<file path="src/sv/bra_pkg.sv">
`timescale 1ns / 1ps

package bra_pkg;

   // table geometry
   localparam int NUM_PROCS = 16;
   localparam int NUM_RES   = 16;
   localparam int UNIT_BITS = 4;

   // fixed field widths of the stream payload
   localparam int OP_BITS     = 2;
   localparam int PID_BITS    = 4;
   localparam int RID_BITS    = 4;
   localparam int COUNT_BITS  = 4;
   localparam int STATUS_BITS = 3;
   localparam int MASK_BITS   = 16;

   localparam int PROC_IDX  = $clog2(NUM_PROCS);
   localparam int RES_IDX   = (NUM_RES > 1) ? $clog2(NUM_RES) : 1;
   localparam int ADDR_BITS = PROC_IDX + RES_IDX;
   localparam int HELD_BITS = UNIT_BITS + 1;
   localparam int WORK_BITS = UNIT_BITS + PROC_IDX + 2;

   typedef logic [UNIT_BITS-1:0] unit_type;
   typedef logic [ADDR_BITS-1:0] addr_type;
   typedef logic [WORK_BITS-1:0] work_type;

   typedef enum logic [OP_BITS-1:0] {
      OP_REQUEST = 2'd0,
      OP_RELEASE = 2'd1,
      OP_CLAIM   = 2'd2,
      OP_AVAIL   = 2'd3
   } op_type;

   typedef enum logic [STATUS_BITS-1:0] {
      ST_GRANTED        = 3'd0,
      ST_DENIED_UNAVAIL = 3'd1,
      ST_DENIED_UNSAFE  = 3'd2,
      ST_RELEASED       = 3'd3,
      ST_TERMINATED     = 3'd4
   } status_type;

   typedef enum logic [3:0] {
      S_CLEAR,
      S_IDLE,
      S_REL_SCAN,
      S_TERM_SCAN,
      S_REQ_CHECK,
      S_SAFE_PICK,
      S_SAFE_ROW,
      S_SAFE_ADV,
      S_GRANT_SCAN,
      S_DONE
   } state_type;

   // one input element
   typedef struct packed {
      op_type                op;
      logic [PID_BITS-1:0]   pid;
      logic [RID_BITS-1:0]   rid;
      logic [COUNT_BITS-1:0] units;
      logic                  last;
   } item_type;

   // table memory commands
   typedef struct packed {
      logic     claim_we;
      addr_type claim_waddr;
      unit_type claim_wdata;
      logic     alloc_we;
      addr_type alloc_waddr;
      unit_type alloc_wdata;
      addr_type raddr;
   } mem_cmd_type;

   // answer toward the output register
   typedef struct packed {
      logic                valid;
      status_type          status;
      logic [PID_BITS-1:0] pid;
   } res_type;

   function automatic logic is_shared(logic [MASK_BITS-1:0] mask, logic [RES_IDX-1:0] r);
      return (32'(r) < MASK_BITS) && mask[4'(r)];
   endfunction

   function automatic unit_type sat_add(unit_type a, unit_type b);
      logic [UNIT_BITS:0] sum;
      sum = {1'b0, a} + {1'b0, b};
      return sum[UNIT_BITS] ? '1 : sum[UNIT_BITS-1:0];
   endfunction

endpackage

</file>
<file path="src/sv/bankers_resource_allocator.sv">
`timescale 1ns / 1ps
// Banker's resource allocator.
// Input stream req_*: one element per transfer (set available count, declare
// a max claim, or stage one element of a request or release vector); tlast
// closes a request or release vector. Result stream rsp_*: one answer per
// closed vector carrying status and process slot. csr_wr_en/csr_wr_data load
// the shared-resource mask.
// A release scans the process's table row, plus a clearing pass over the row
// on termination. A request denied as unavailable ends after the check;
// otherwise the safety walk reads one table row per process, for up to
// NUM_PROCS passes, bounded by the single read port of the claim and
// allocation memories.
// After reset a clearing pass over all NUM_PROCS * NUM_RES table entries
// zeroes both tables; req_tready stays low during it.
// The answer sits in an output register; the next element is taken while it
// waits. A stalled receiver holds the next answer in its final state until
// the register frees.
module bankers_resource_allocator
   import bra_pkg::*;
(
   input  logic        clock,
   input  logic        reset,
   input  logic        req_tvalid,
   output logic        req_tready,
   input  logic [15:0] req_tdata,   // operation, process_id, resource_id, unit_count
   input  logic        req_tlast,
   output logic        rsp_tvalid,
   input  logic        rsp_tready,
   output logic [7:0]  rsp_tdata,   // status, answered_process
   input  logic        csr_wr_en,
   input  logic [15:0] csr_wr_data
);

   logic [MASK_BITS-1:0] shared_ff;
   logic                 rsp_valid_ff;
   status_type           status_ff;
   logic [PID_BITS-1:0]  pid_ff;
   logic                 rsp_free;
   item_type             item;
   mem_cmd_type          cmd;
   res_type              res;
   unit_type             claim_rd, alloc_rd;

   // unpack the input element
   assign item.op    = op_type'(req_tdata[1:0]);
   assign item.pid   = req_tdata[5:2];
   assign item.rid   = req_tdata[9:6];
   assign item.units = req_tdata[13:10];
   assign item.last  = req_tlast;

   assign rsp_free = !rsp_valid_ff || rsp_tready;

   // shared mask register
   always_ff @(posedge clock) begin
      if (reset) begin
         shared_ff <= '0;
      end else if (csr_wr_en) begin
         shared_ff <= csr_wr_data;
      end
   end

   // output register
   always_ff @(posedge clock) begin
      if (reset) begin
         rsp_valid_ff <= 1'b0;
      end else if (res.valid) begin
         rsp_valid_ff <= 1'b1;
      end else if (rsp_tready) begin
         rsp_valid_ff <= 1'b0;
      end
   end

   always_ff @(posedge clock) begin
      if (res.valid) begin
         status_ff <= res.status;
         pid_ff    <= res.pid;
      end
   end

   assign rsp_tvalid = rsp_valid_ff;
   assign rsp_tdata  = {1'b0, pid_ff, status_ff};

   bra_ctrl u_ctrl (
      .clock       (clock),
      .reset       (reset),
      .req_tvalid  (req_tvalid),
      .req_tready  (req_tready),
      .item        (item),
      .shared_mask (shared_ff),
      .rsp_free    (rsp_free),
      .claim_rd    (claim_rd),
      .alloc_rd    (alloc_rd),
      .cmd         (cmd),
      .res         (res)
   );

   bra_tables u_tables (
      .clock    (clock),
      .cmd      (cmd),
      .claim_rd (claim_rd),
      .alloc_rd (alloc_rd)
   );

endmodule

</file>
<file path="src/sv/bra_tables.sv">
`timescale 1ns / 1ps

module bra_tables
   import bra_pkg::*;
(
   input  logic        clock,
   input  mem_cmd_type cmd,
   output unit_type    claim_rd,
   output unit_type    alloc_rd
);

   unit_type claim_mem [2**ADDR_BITS];
   unit_type alloc_mem [2**ADDR_BITS];

   // max claim table
   always_ff @(posedge clock) begin
      if (cmd.claim_we) begin
         claim_mem[cmd.claim_waddr] <= cmd.claim_wdata;
      end
      claim_rd <= claim_mem[cmd.raddr];
   end

   // allocation table
   always_ff @(posedge clock) begin
      if (cmd.alloc_we) begin
         alloc_mem[cmd.alloc_waddr] <= cmd.alloc_wdata;
      end
      alloc_rd <= alloc_mem[cmd.raddr];
   end

endmodule

</file>
<file path="src/sv/bra_ctrl.sv">
`timescale 1ns / 1ps

module bra_ctrl
   import bra_pkg::*;
(
   input  logic                 clock,
   input  logic                 reset,
   input  logic                 req_tvalid,
   output logic                 req_tready,
   input  item_type             item,
   input  logic [MASK_BITS-1:0] shared_mask,
   input  logic                 rsp_free,
   input  unit_type             claim_rd,
   input  unit_type             alloc_rd,
   output mem_cmd_type          cmd,
   output res_type              res
);

   state_type               state_ff, state_in;
   logic [ADDR_BITS-1:0]    clr_ff;
   logic [RES_IDX:0]        cnt_ff;
   logic                    dv_ff;
   logic [RES_IDX-1:0]      dr_ff;
   logic [PROC_IDX-1:0]     pid_ff;
   logic [PROC_IDX-1:0]     row_ff;
   logic                    term_ff;
   logic                    fits_ff;
   logic                    progress_ff;
   status_type              status_ff;
   unit_type                avail_ff  [NUM_RES];
   unit_type                staged_ff [NUM_RES];
   work_type                work_ff   [NUM_RES];
   work_type                tmp_ff    [NUM_RES];
   logic [NUM_PROCS-1:0]    finish_ff;

   logic                    rid_ok, pid_ok, issue, row_end, sh, unavail;
   logic                    term_now, fits_r, progress_now;
   logic [NUM_PROCS-1:0]    fin_now;
   logic [PROC_IDX-1:0]     row_sel;
   logic [RES_IDX-1:0]      rid_idx;
   unit_type                units, amt, stg;
   logic [HELD_BITS-1:0]    held;
   work_type                work_r;

   assign rid_ok  = 32'(item.rid) < NUM_RES;
   assign pid_ok  = 32'(item.pid) < NUM_PROCS;
   assign rid_idx = RES_IDX'(item.rid);
   assign units   = unit_type'(item.units);

   // data stage of a row scan
   assign sh       = is_shared(shared_mask, dr_ff);
   assign stg      = staged_ff[dr_ff];
   assign work_r   = work_ff[dr_ff];
   assign amt      = (stg < alloc_rd) ? stg : alloc_rd;
   assign row_end  = dv_ff && (dr_ff == RES_IDX'(NUM_RES - 1));
   assign term_now = term_ff && (claim_rd == '0);
   assign held     = HELD_BITS'(alloc_rd) + ((row_ff == pid_ff) ? HELD_BITS'(stg) : '0);
   assign fits_r   = sh || ((WORK_BITS+1)'(claim_rd) <=
                            (WORK_BITS+1)'(held) + (WORK_BITS+1)'(work_r));

   // end of one process row in the safety walk
   always_comb begin
      fin_now = finish_ff;
      if (fits_ff) begin
         fin_now[row_ff] = 1'b1;
      end
      progress_now = progress_ff || fits_ff;
   end

   // any non-shared element beyond the available count
   always_comb begin
      unavail = 1'b0;
      for (int r = 0; r < NUM_RES; r++) begin
         if (!is_shared(shared_mask, RES_IDX'(r)) && (staged_ff[r] > avail_ff[r])) begin
            unavail = 1'b1;
         end
      end
   end

   assign issue = ((state_ff == S_REL_SCAN) || (state_ff == S_SAFE_ROW) ||
                   (state_ff == S_GRANT_SCAN) || (state_ff == S_TERM_SCAN)) &&
                  (32'(cnt_ff) < NUM_RES);

   // state register
   always_ff @(posedge clock) begin
      if (reset) begin
         state_ff <= S_CLEAR;
      end else begin
         state_ff <= state_in;
      end
   end

   // next state, memory commands, handshake
   always_comb begin
      state_in   = state_ff;
      cmd        = '0;
      req_tready = 1'b0;
      res        = '0;
      row_sel    = ((state_ff == S_REL_SCAN) || (state_ff == S_GRANT_SCAN)) ? pid_ff : row_ff;
      cmd.raddr  = {row_sel, cnt_ff[RES_IDX-1:0]};
      case (state_ff)
         S_CLEAR: begin
            cmd.claim_we    = 1'b1;
            cmd.claim_waddr = clr_ff;
            cmd.alloc_we    = 1'b1;
            cmd.alloc_waddr = clr_ff;
            if (clr_ff == '1) begin
               state_in = S_IDLE;
            end
         end
         S_IDLE: begin
            req_tready = 1'b1;
            if (req_tvalid) begin
               case (item.op)
                  OP_CLAIM: begin
                     if (rid_ok && pid_ok) begin
                        cmd.claim_we    = 1'b1;
                        cmd.claim_waddr = {PROC_IDX'(item.pid), rid_idx};
                        cmd.claim_wdata = units;
                     end
                  end
                  OP_AVAIL: begin
                  end
                  default: begin
                     if (item.last && pid_ok) begin
                        state_in = (item.op == OP_RELEASE) ? S_REL_SCAN : S_REQ_CHECK;
                     end
                  end
               endcase
            end
         end
         S_REL_SCAN: begin
            if (dv_ff && !sh) begin
               cmd.alloc_we    = 1'b1;
               cmd.alloc_waddr = {pid_ff, dr_ff};
               cmd.alloc_wdata = alloc_rd - amt;
            end
            if (row_end) begin
               state_in = term_now ? S_TERM_SCAN : S_DONE;
            end
         end
         S_TERM_SCAN: begin
            cmd.alloc_we    = 1'b1;
            cmd.alloc_waddr = {pid_ff, cnt_ff[RES_IDX-1:0]};
            if (32'(cnt_ff) == NUM_RES - 1) begin
               state_in = S_DONE;
            end
         end
         S_REQ_CHECK: begin
            state_in = unavail ? S_DONE : S_SAFE_PICK;
         end
         S_SAFE_PICK: begin
            state_in = finish_ff[row_ff] ? S_SAFE_ADV : S_SAFE_ROW;
         end
         S_SAFE_ROW: begin
            if (row_end) begin
               state_in = S_SAFE_ADV;
            end
         end
         S_SAFE_ADV: begin
            if (&fin_now) begin
               state_in = S_GRANT_SCAN;
            end else if ((32'(row_ff) == NUM_PROCS - 1) && !progress_now) begin
               state_in = S_DONE;
            end else begin
               state_in = S_SAFE_PICK;
            end
         end
         S_GRANT_SCAN: begin
            if (dv_ff && !sh) begin
               cmd.alloc_we    = 1'b1;
               cmd.alloc_waddr = {pid_ff, dr_ff};
               cmd.alloc_wdata = sat_add(alloc_rd, stg);
            end
            if (row_end) begin
               state_in = S_DONE;
            end
         end
         S_DONE: begin
            if (rsp_free) begin
               res.valid  = 1'b1;
               res.status = status_ff;
               res.pid    = PID_BITS'(pid_ff);
               state_in   = S_IDLE;
            end
         end
         default: begin
            state_in = S_IDLE;
         end
      endcase
   end

   // sequencer counters and working registers
   always_ff @(posedge clock) begin
      if (reset) begin
         clr_ff      <= '0;
         cnt_ff      <= '0;
         dv_ff       <= 1'b0;
         finish_ff   <= '0;
         progress_ff <= 1'b0;
         fits_ff     <= 1'b0;
         for (int r = 0; r < NUM_RES; r++) begin
            avail_ff[r]  <= '0;
            staged_ff[r] <= '0;
         end
      end else begin
         // row read pipeline
         if (state_in != state_ff) begin
            cnt_ff <= '0;
         end else if (issue) begin
            cnt_ff <= cnt_ff + 1'b1;
         end
         dv_ff <= issue && (state_ff != S_TERM_SCAN) && (state_in == state_ff);
         dr_ff <= cnt_ff[RES_IDX-1:0];

         case (state_ff)
            S_CLEAR: begin
               clr_ff <= clr_ff + 1'b1;
            end
            S_IDLE: begin
               if (req_tvalid) begin
                  case (item.op)
                     OP_AVAIL: begin
                        if (rid_ok) begin
                           avail_ff[rid_idx] <= units;
                        end
                     end
                     OP_CLAIM: begin
                     end
                     default: begin
                        if (pid_ok && rid_ok) begin
                           staged_ff[rid_idx] <= units;
                        end
                        if (item.last && !pid_ok) begin
                           for (int r = 0; r < NUM_RES; r++) begin
                              staged_ff[r] <= '0;
                           end
                        end
                        pid_ff  <= PROC_IDX'(item.pid);
                        term_ff <= 1'b1;
                     end
                  endcase
               end
            end
            S_REL_SCAN: begin
               if (dv_ff) begin
                  if (!sh) begin
                     avail_ff[dr_ff] <= sat_add(avail_ff[dr_ff], amt);
                  end
                  term_ff <= term_now;
               end
               if (row_end) begin
                  status_ff <= term_now ? ST_TERMINATED : ST_RELEASED;
               end
            end
            S_TERM_SCAN: begin
            end
            S_REQ_CHECK: begin
               status_ff   <= ST_DENIED_UNAVAIL;
               finish_ff   <= '0;
               row_ff      <= '0;
               progress_ff <= 1'b0;
               for (int r = 0; r < NUM_RES; r++) begin
                  work_ff[r] <= WORK_BITS'(avail_ff[r]) - WORK_BITS'(staged_ff[r]);
               end
            end
            S_SAFE_PICK: begin
               fits_ff <= !finish_ff[row_ff];
            end
            S_SAFE_ROW: begin
               if (dv_ff) begin
                  fits_ff       <= fits_ff && fits_r;
                  tmp_ff[dr_ff] <= sh ? work_r : work_r + WORK_BITS'(held);
               end
            end
            S_SAFE_ADV: begin
               status_ff <= ST_DENIED_UNSAFE;
               finish_ff <= fin_now;
               if (fits_ff) begin
                  for (int r = 0; r < NUM_RES; r++) begin
                     work_ff[r] <= tmp_ff[r];
                  end
               end
               // a new pass starts after the last process
               if (32'(row_ff) == NUM_PROCS - 1) begin
                  row_ff      <= '0;
                  progress_ff <= 1'b0;
               end else begin
                  row_ff      <= row_ff + 1'b1;
                  progress_ff <= progress_now;
               end
            end
            S_GRANT_SCAN: begin
               status_ff <= ST_GRANTED;
               if (dv_ff && !sh) begin
                  avail_ff[dr_ff] <= avail_ff[dr_ff] - stg;
               end
            end
            S_DONE: begin
               if (rsp_free) begin
                  for (int r = 0; r < NUM_RES; r++) begin
                     staged_ff[r] <= '0;
                  end
               end
            end
            default: begin
            end
         endcase
      end
   end

   // a finished process is never walked again within one check
   assert property (@(posedge clock) disable iff (reset)
      (state_ff == S_SAFE_ROW) |-> !finish_ff[row_ff])
      else $error("finished process rescanned");

   // a release never raises an allocation
   assert property (@(posedge clock) disable iff (reset)
      ((state_ff == S_REL_SCAN) && cmd.alloc_we) |-> (cmd.alloc_wdata <= alloc_rd))
      else $error("release raised allocation");

   // a grant is only written after the safety walk
   assert property (@(posedge clock) disable iff (reset)
      $rose(state_ff == S_GRANT_SCAN) |-> ($past(state_ff) == S_SAFE_ADV))
      else $error("grant without safety check");

   // no input transfer outside the idle state
   assert property (@(posedge clock) disable iff (reset)
      req_tready |-> (state_ff == S_IDLE))
      else $error("input transfer outside idle");

endmodule

</file>
<file path="config.mk">
export PLATFORM = sky130hd
export DESIGN_NAME = bankers_resource_allocator
export DESIGN_NICKNAME = d
export VERILOG_FILES = /design/src/sv/bra_pkg.sv /design/src/sv/bankers_resource_allocator.sv /design/src/sv/bra_tables.sv /design/src/sv/bra_ctrl.sv
export SDC_FILE = /design/constraint.sdc
export NUM_CORES = 2
export LEC_CHECK = 0
export BUFFER_PORTS_ARGS = -buffer_cell sky130_fd_sc_hd__buf_2
export CORE_MARGIN = 2
export CORE_UTILIZATION = 55
export CTS_BUF_LIST = sky130_fd_sc_hd__clkbuf_8 sky130_fd_sc_hd__clkbuf_16
export CTS_CLUSTER_SIZE = 14
export DETAILED_ROUTE_END_ITERATION = 8
export GPL_TIMING_DRIVEN = 0
export HOLD_SLACK_MARGIN = 0.15
export PLACE_DENSITY = 0.83
export REMOVE_ABC_BUFFERS = 1
export SLEW_MARGIN = 20
export SYNTH_ARGS = -nofsm -noshare
export SYNTH_HDL_FRONTEND = slang
export SYNTH_SLANG_ARGS = --single-unit
</file>
<file path="constraint.sdc">
create_clock -name clock -period 17.7 [get_ports clock]
set_input_delay 0 -clock clock [delete_from_list [all_inputs] [get_ports clock]]
set_output_delay 0 -clock clock [all_outputs]
set_load 0.01 [all_outputs]
</file>
# Word level (Yosys, flattened, before mapping)
# Memories as Yosys holds them, arrays and structs flattened. A register that Yosys moved wholly into a read port is not among the register bits.
# Cells that the tools add are included.
# totals
regBits	76
ramBits	2496
inputBits	38
word_cells	359
memories	6
# classes
add_sub_neg	26
n_lt_le_gt_ge	22
eq_ne	25
n_mux	157
bitwise	36
reduce_logical	71
# memory_table
memory	depth	width	rd	rd_clocked_by_memory_dff	write_ports	line	rtl
u_tables.alloc_mem	256	4	1	1	1	bra_tables.sv:13	unit_type alloc_mem [2**ADDR_BITS];
u_tables.claim_mem	256	4	1	1	1	bra_tables.sv:12	unit_type claim_mem [2**ADDR_BITS];
u_ctrl.tmp_ff	16	10	16	0	1	bra_ctrl.sv:33	work_type tmp_ff [NUM_RES];
u_ctrl.work_ff	16	10	1	1	16	bra_ctrl.sv:32	work_type work_ff [NUM_RES];
u_ctrl.avail_ff	16	4	17	1	16	bra_ctrl.sv:30	unit_type avail_ff [NUM_RES];
u_ctrl.staged_ff	16	4	17	1	16	bra_ctrl.sv:31	unit_type staged_ff [NUM_RES];
# op_table
op	n
$mux 4	46
$mux 10	17
$sub 4x4->5	16
$mux 1	71
$gt 4x4->1	16
$mux 13	4
$pmux 4 s10	1
$pmux 9 s4	1
$or 1x1->1	33
$pmux 16 s2	1
$logic_and 1x1->1	25
$logic_not 1->1	20
$pmux 9 s2	1
$eq 4x3->1 const B	4
$eq 4x4->1 const B	4
$mux 16	1
$mux 8	2
$or 16x16->16	1
$pmux 4 s2	2
$reduce_and 16->1	1
$pmux 3 s4	1
$reduce_or 4->1	3
$add 5x10->11	1
$le 4x11->1	1
36 further kinds	64

# Longest topological paths before layout
# An unclocked memory read counts as a cell.
# logic_depth
ltp_word	23
mapped_depth	24

# Hierarchy
# A second synthesis with hierarchy kept.
# hier_totals
cells_unflattened	6316
hier_area_um2	108860.7
# by_module_without_submodules
mod	n_inst	cells_per_inst	area_per_inst_um2	seq_area_each_um2
bra_tables	1	4144	81668.3	61659.1
bra_ctrl	1	2107	26354.0	14734.1
bankers_resource_allocator	1	65	838.3	550.5

# Least setup slack after synthesis
# No wires, ideal clock.
# synth_path
path_type	reg-to-reg
startpoint	register (tool-made name)
endpoint	memory u_tables.alloc_mem[0][1] (netlist bit), data pin
arrival_time_ns	13.956
path_slack_ns	1.555
stages_incl_launch_ff	15
period_less_slack_ns	16.145
cell_sequence	dfxtp_1 buf_2 buf_2 buf_2 mux4_2 mux4_2 ha_1 inv_1 o21bai_1 a21o_1 a21oi_1 mux2i_1 inv_1 fa_1 o21ai_0
# synth_lines
item	line
to (decl)	bra_tables.sv:13

==> results.yml <==
status:
  status: "finished, violations left"
  violations: "DRC"
clock_network:
  h-tree-depth: 4
  max-clock-path-buffers: 3
  numCtsBuffers: 234
  cts_tree: "done"
  clkTransAtPathRegs_ps: 70
  cts_resized: 0
  clock-sinks: 2584
  clock_latency_ps: 900
  root_buffer: "clkbuf_16"
pwr:
  power_density_nw_per_um2: 98.9
  p_seq_frac: 0.557
  p_comb_frac: 0.026
  clockPowerShare: 0.417
  p_sw_frac: 0.214
  peakVddDrop_mv: 0.110
  p_leak_nw: 40.2
  intPower_w: 0.00942
  power_switching_w: 0.00257
worst_setup_path:
  cp-start-kind: "flip-flop"
  crit_path_frequent_cell: "buf_16"
  required_ps: 18310
  worst_path_max_delay_cell: "dfxtp_4"
  ff2ff_setup_slack_ps: 11560
  max_stage_delay_ps: 720
  crit_fanout: 40
  arrival_ps: 6750
  path_cells: "buf_16 > mux4_2 > mux4_2 > ha_1 > inv_1 > o21bai_1 > a21o_1 > a21oi_1 > mux2i_1 > ha_1 > a21o_1 > a21oi_1 > xor2_1 > o22ai_4 > buf_16 > buf_16 > buf_16 > buf_16 > buf_16"
  crit_type: "reg -> reg"
  crit_path_end_kind: "flip-flop"
finish:
  layout-drive-gt1-share: 0.214
  final_nets: 6284
  final_cell_area_um2: 121000
  layout-area-overhead-vs-synth_pct: 12.3
global_routing:
  grt_pass1_wl_mm: 450
  grt_max_degree: 91
  gr-usage-all-layers: 0.316
  overflow: 0
  antenna_found_initial: 24
  grt_pass1_vias: 63700
floorplan:
  dieArea_um2: 200000
  core_area_um2: 195000
  rows: 162
  initial_core_util: 0.553
  chipWidth_um: 447
  die_h_um: 447
  io_pins: 48
sta:
  period_needed_ps: 6140
  hold_slack_ps: 290
  final_hold_viol_count: 0
  rsz0062_at_grt: "false"
  slew_viol_final: 0
  setup_viol: 0
  slew_headroom: 0.0536
  fmaxAchievable_ghz: 0.163
  clock-skew-final_ps: 68.6
  tightest_slew_ps: 1420
  fin_crit_sh: 0.347
  fin_tns_setup_ps: 0
drt:
  wl_met3_mm: 43.1
  wl_met1_mm: 98.1
  drt_first_pass_iters: 9
  top_layer: "met5"
  vias: 63100
  drc: 1
  wl_met2_mm: 148
  ant_nets: 0
  dr.first_iter.drc_count: 11500
  wl_mm: 315
  vias_per_cell: 7.06
  wl_per_cell_um: 35.2
place:
  placed_area_um2: 113000
  hpwl_mm: 180
  io_buffers: 44
  place_congestion: 0.927
synth:
  avgSynthCellArea_um2: 18.0
  yosysSeqAreaShare: 0.713
  netlist_instances: 5984
  synth-edff-count: 2519
  synth-seq-cells: 2584
  ys.flop_type: "edfxtp_1"
  ys_types: 93
  yosys_warnings: 0
  syn-cell-area_um2: 108000
  async_flop_share: 0
flow_run:
  cap_violations: 0
hold_path:
  min_path_type: "in -> reg"
-- synthesized netlist by cell type (17+ instances only) --
| master | n | area share |
|---|---|---|
| and2_1 | 100 | 0.0058 |
| nand3_1 | 45 | 0.0021 |
| nor2_1 | 720 | 0.025 |
| nand2b_1 | 46 | 0.0027 |
| a211oi_1 | 30 | 0.0021 |
| xor2_1 | 36 | 0.0029 |
| a21o_1 | 116 | 0.0081 |
| dfxtp_1 | 65 | 0.012 |
| xnor2_1 | 31 | 0.0025 |
| a32oi_1 | 17 | 0.0014 |
| inv_1 | 115 | 0.0040 |
| a21oi_1 | 93 | 0.0043 |
| nor2_2 | 45 | 0.0026 |
| nor2b_1 | 46 | 0.0027 |
| a31oi_1 | 26 | 0.0015 |
| buf_1 | 29 | 0.0010 |
| mux4_2 | 673 | 0.14 |
| and3_1 | 19 | 0.0011 |
| nand4_1 | 20 | 0.0012 |
| nand2_1 | 254 | 0.0088 |
| mux2i_1 | 60 | 0.0056 |
| buf_6 | 23 | 0.0024 |
| ha_1 | 102 | 0.012 |
| buf_4 | 55 | 0.0038 |
| a22oi_1 | 43 | 0.0030 |
| o21ai_0 | 117 | 0.0054 |
| clkbuf_1 | 165 | 0.0057 |
| nor3_1 | 45 | 0.0021 |
| o22ai_1 | 18 | 0.0010 |
| edfxtp_1 | 2519 | 0.70 |
| fa_1 | 22 | 0.0041 |
| buf_2 | 86 | 0.0040 |
-- flip-flops by register name (all words and copies together) (netlist names), 3 cells and up, named ones only --
signal and flops:
u_ctrl.avail_ff 64, u_tables.claim_rd 4, pid_ff 4, u_ctrl.state_ff 4
u_tables.alloc_mem 1024, u_ctrl.tmp_ff 160, u_ctrl.staged_ff 64, u_ctrl.finish_ff 16
u_ctrl.pid_ff 4, shared_ff 16, u_ctrl.clr_ff 8, u_ctrl.dr_ff 4
u_tables.alloc_rd 4, u_ctrl.cnt_ff 5, u_ctrl.row_ff 4, u_ctrl.status_ff 3
status_ff 3, u_ctrl.work_ff 160, u_tables.claim_mem 1024
-- per-layer routing --
metal / global-route usage / vias to the layer above
met3: 0.0946 / 1563
li1: - / 24000
met5: 0 / -
met4: 0.209 / 32
met2: 0.496 / 6262
met1: 0.380 / 31300
-- what timing repair did --
action	in CTS	in global routing
hold buffers	92	0
setup buffers	0	0
hold endpoints to repair	419	0
-- kinds of logic after synthesis --
logic type               share of synthesized area
AO/OA/AOI/OAI                               0.0359
XOR/XNOR                                   0.00569
adder cells (fa/ha/maj)                     0.0159
buffers and inverters                       0.0210
flip-flops                                   0.713
multiplexers                                 0.148
other                                    0.0000348
AND/OR/NAND/NOR                             0.0602
-- power groups by stage --
stage               Sequential (W)  Clock (W)  Combinational, W
finish                     0.00668    0.00500          0.000312
global route               0.00668    0.00517          0.000326
CTS                        0.00668    0.00497          0.000300
detailed placement         0.00681          0          0.000277
global placement           0.00681          0          0.000256
floorplan                  0.00680          0          0.000156
-- layout make-up --
cell class              count  area (um2)
fillers                 12200       73800
repair buffers            261        4070
flip-flops and latches   2584       77000
diodes                      7        17.5
inverters                 115         442
multi-input cells        2926       29000
clock buffers             246        6050
clock inverters           174        1310
well taps                2624        3280
-- path summary, 6_finish.rpt --
path / start / end / depth (start not counted)
max: flip-flop / u_tables.alloc_mem[115][3] / 19
min: reset / u_ctrl.clr_ff[2] / 3
max reg2reg: flip-flop / u_tables.alloc_mem[115][3] / 19
min reg2reg: u_ctrl.tmp_ff[4][8] / u_ctrl.work_ff[4][8] / 1
-- cell usage in the layout (no fill, tap or decap), types with 34 or more instances in the layout --
cell           Yosys  layout
edfxtp_1        2519    2519
nor2_1           720     704
mux4_2           673     673
nand2_1          254     237
clkbuf_16          0     237
inv_1            115     172
a21o_1           116     115
o21ai_0          117     111
ha_1             102     102
and2_1           100      95
dlygate4sd3_1      0      92
a21oi_1           93      90
buf_16             0      81
mux2i_1           60      59
nor2_2            45      57
dfxtp_1           65      57
nand2b_1          46      46
nor2b_1           46      46
clkinv_1           0      44
nand3_1           45      43
a22oi_1           43      43
buf_2             86      43
nor3_1            45      37
xor2_1            36      35
clkinv_2           0      34
-- per-stage QoR --
stage | std cells | total power, W | setup slack [ps] | utilization
global route | 8933 | 0.0122 | 11320 | 0.621
CTS | 8929 | 0.0119 | 11600 | 0.621
floorplan | 5625 | 0.00696 | -4100 | -
global placement | 8293 | 0.00707 | -15380 | 0.562
finish | 8937 | 0.0120 | 11560 | 0.622
detailed placement | 8417 | 0.00708 | 11620 | 0.579
-- critical path: cells and delay by family (launching register included) --
kind / cells / cell delay, ps
DFF: 1 / 720
AOI/OAI and AO/OA: 6 / 1280
xor gates and xnor gates: 1 / 270
muxes: 3 / 1510
buffers and inverters: 7 / 1360
adders and majority gates: 2 / 630
(Power assumes the default switching activity.)
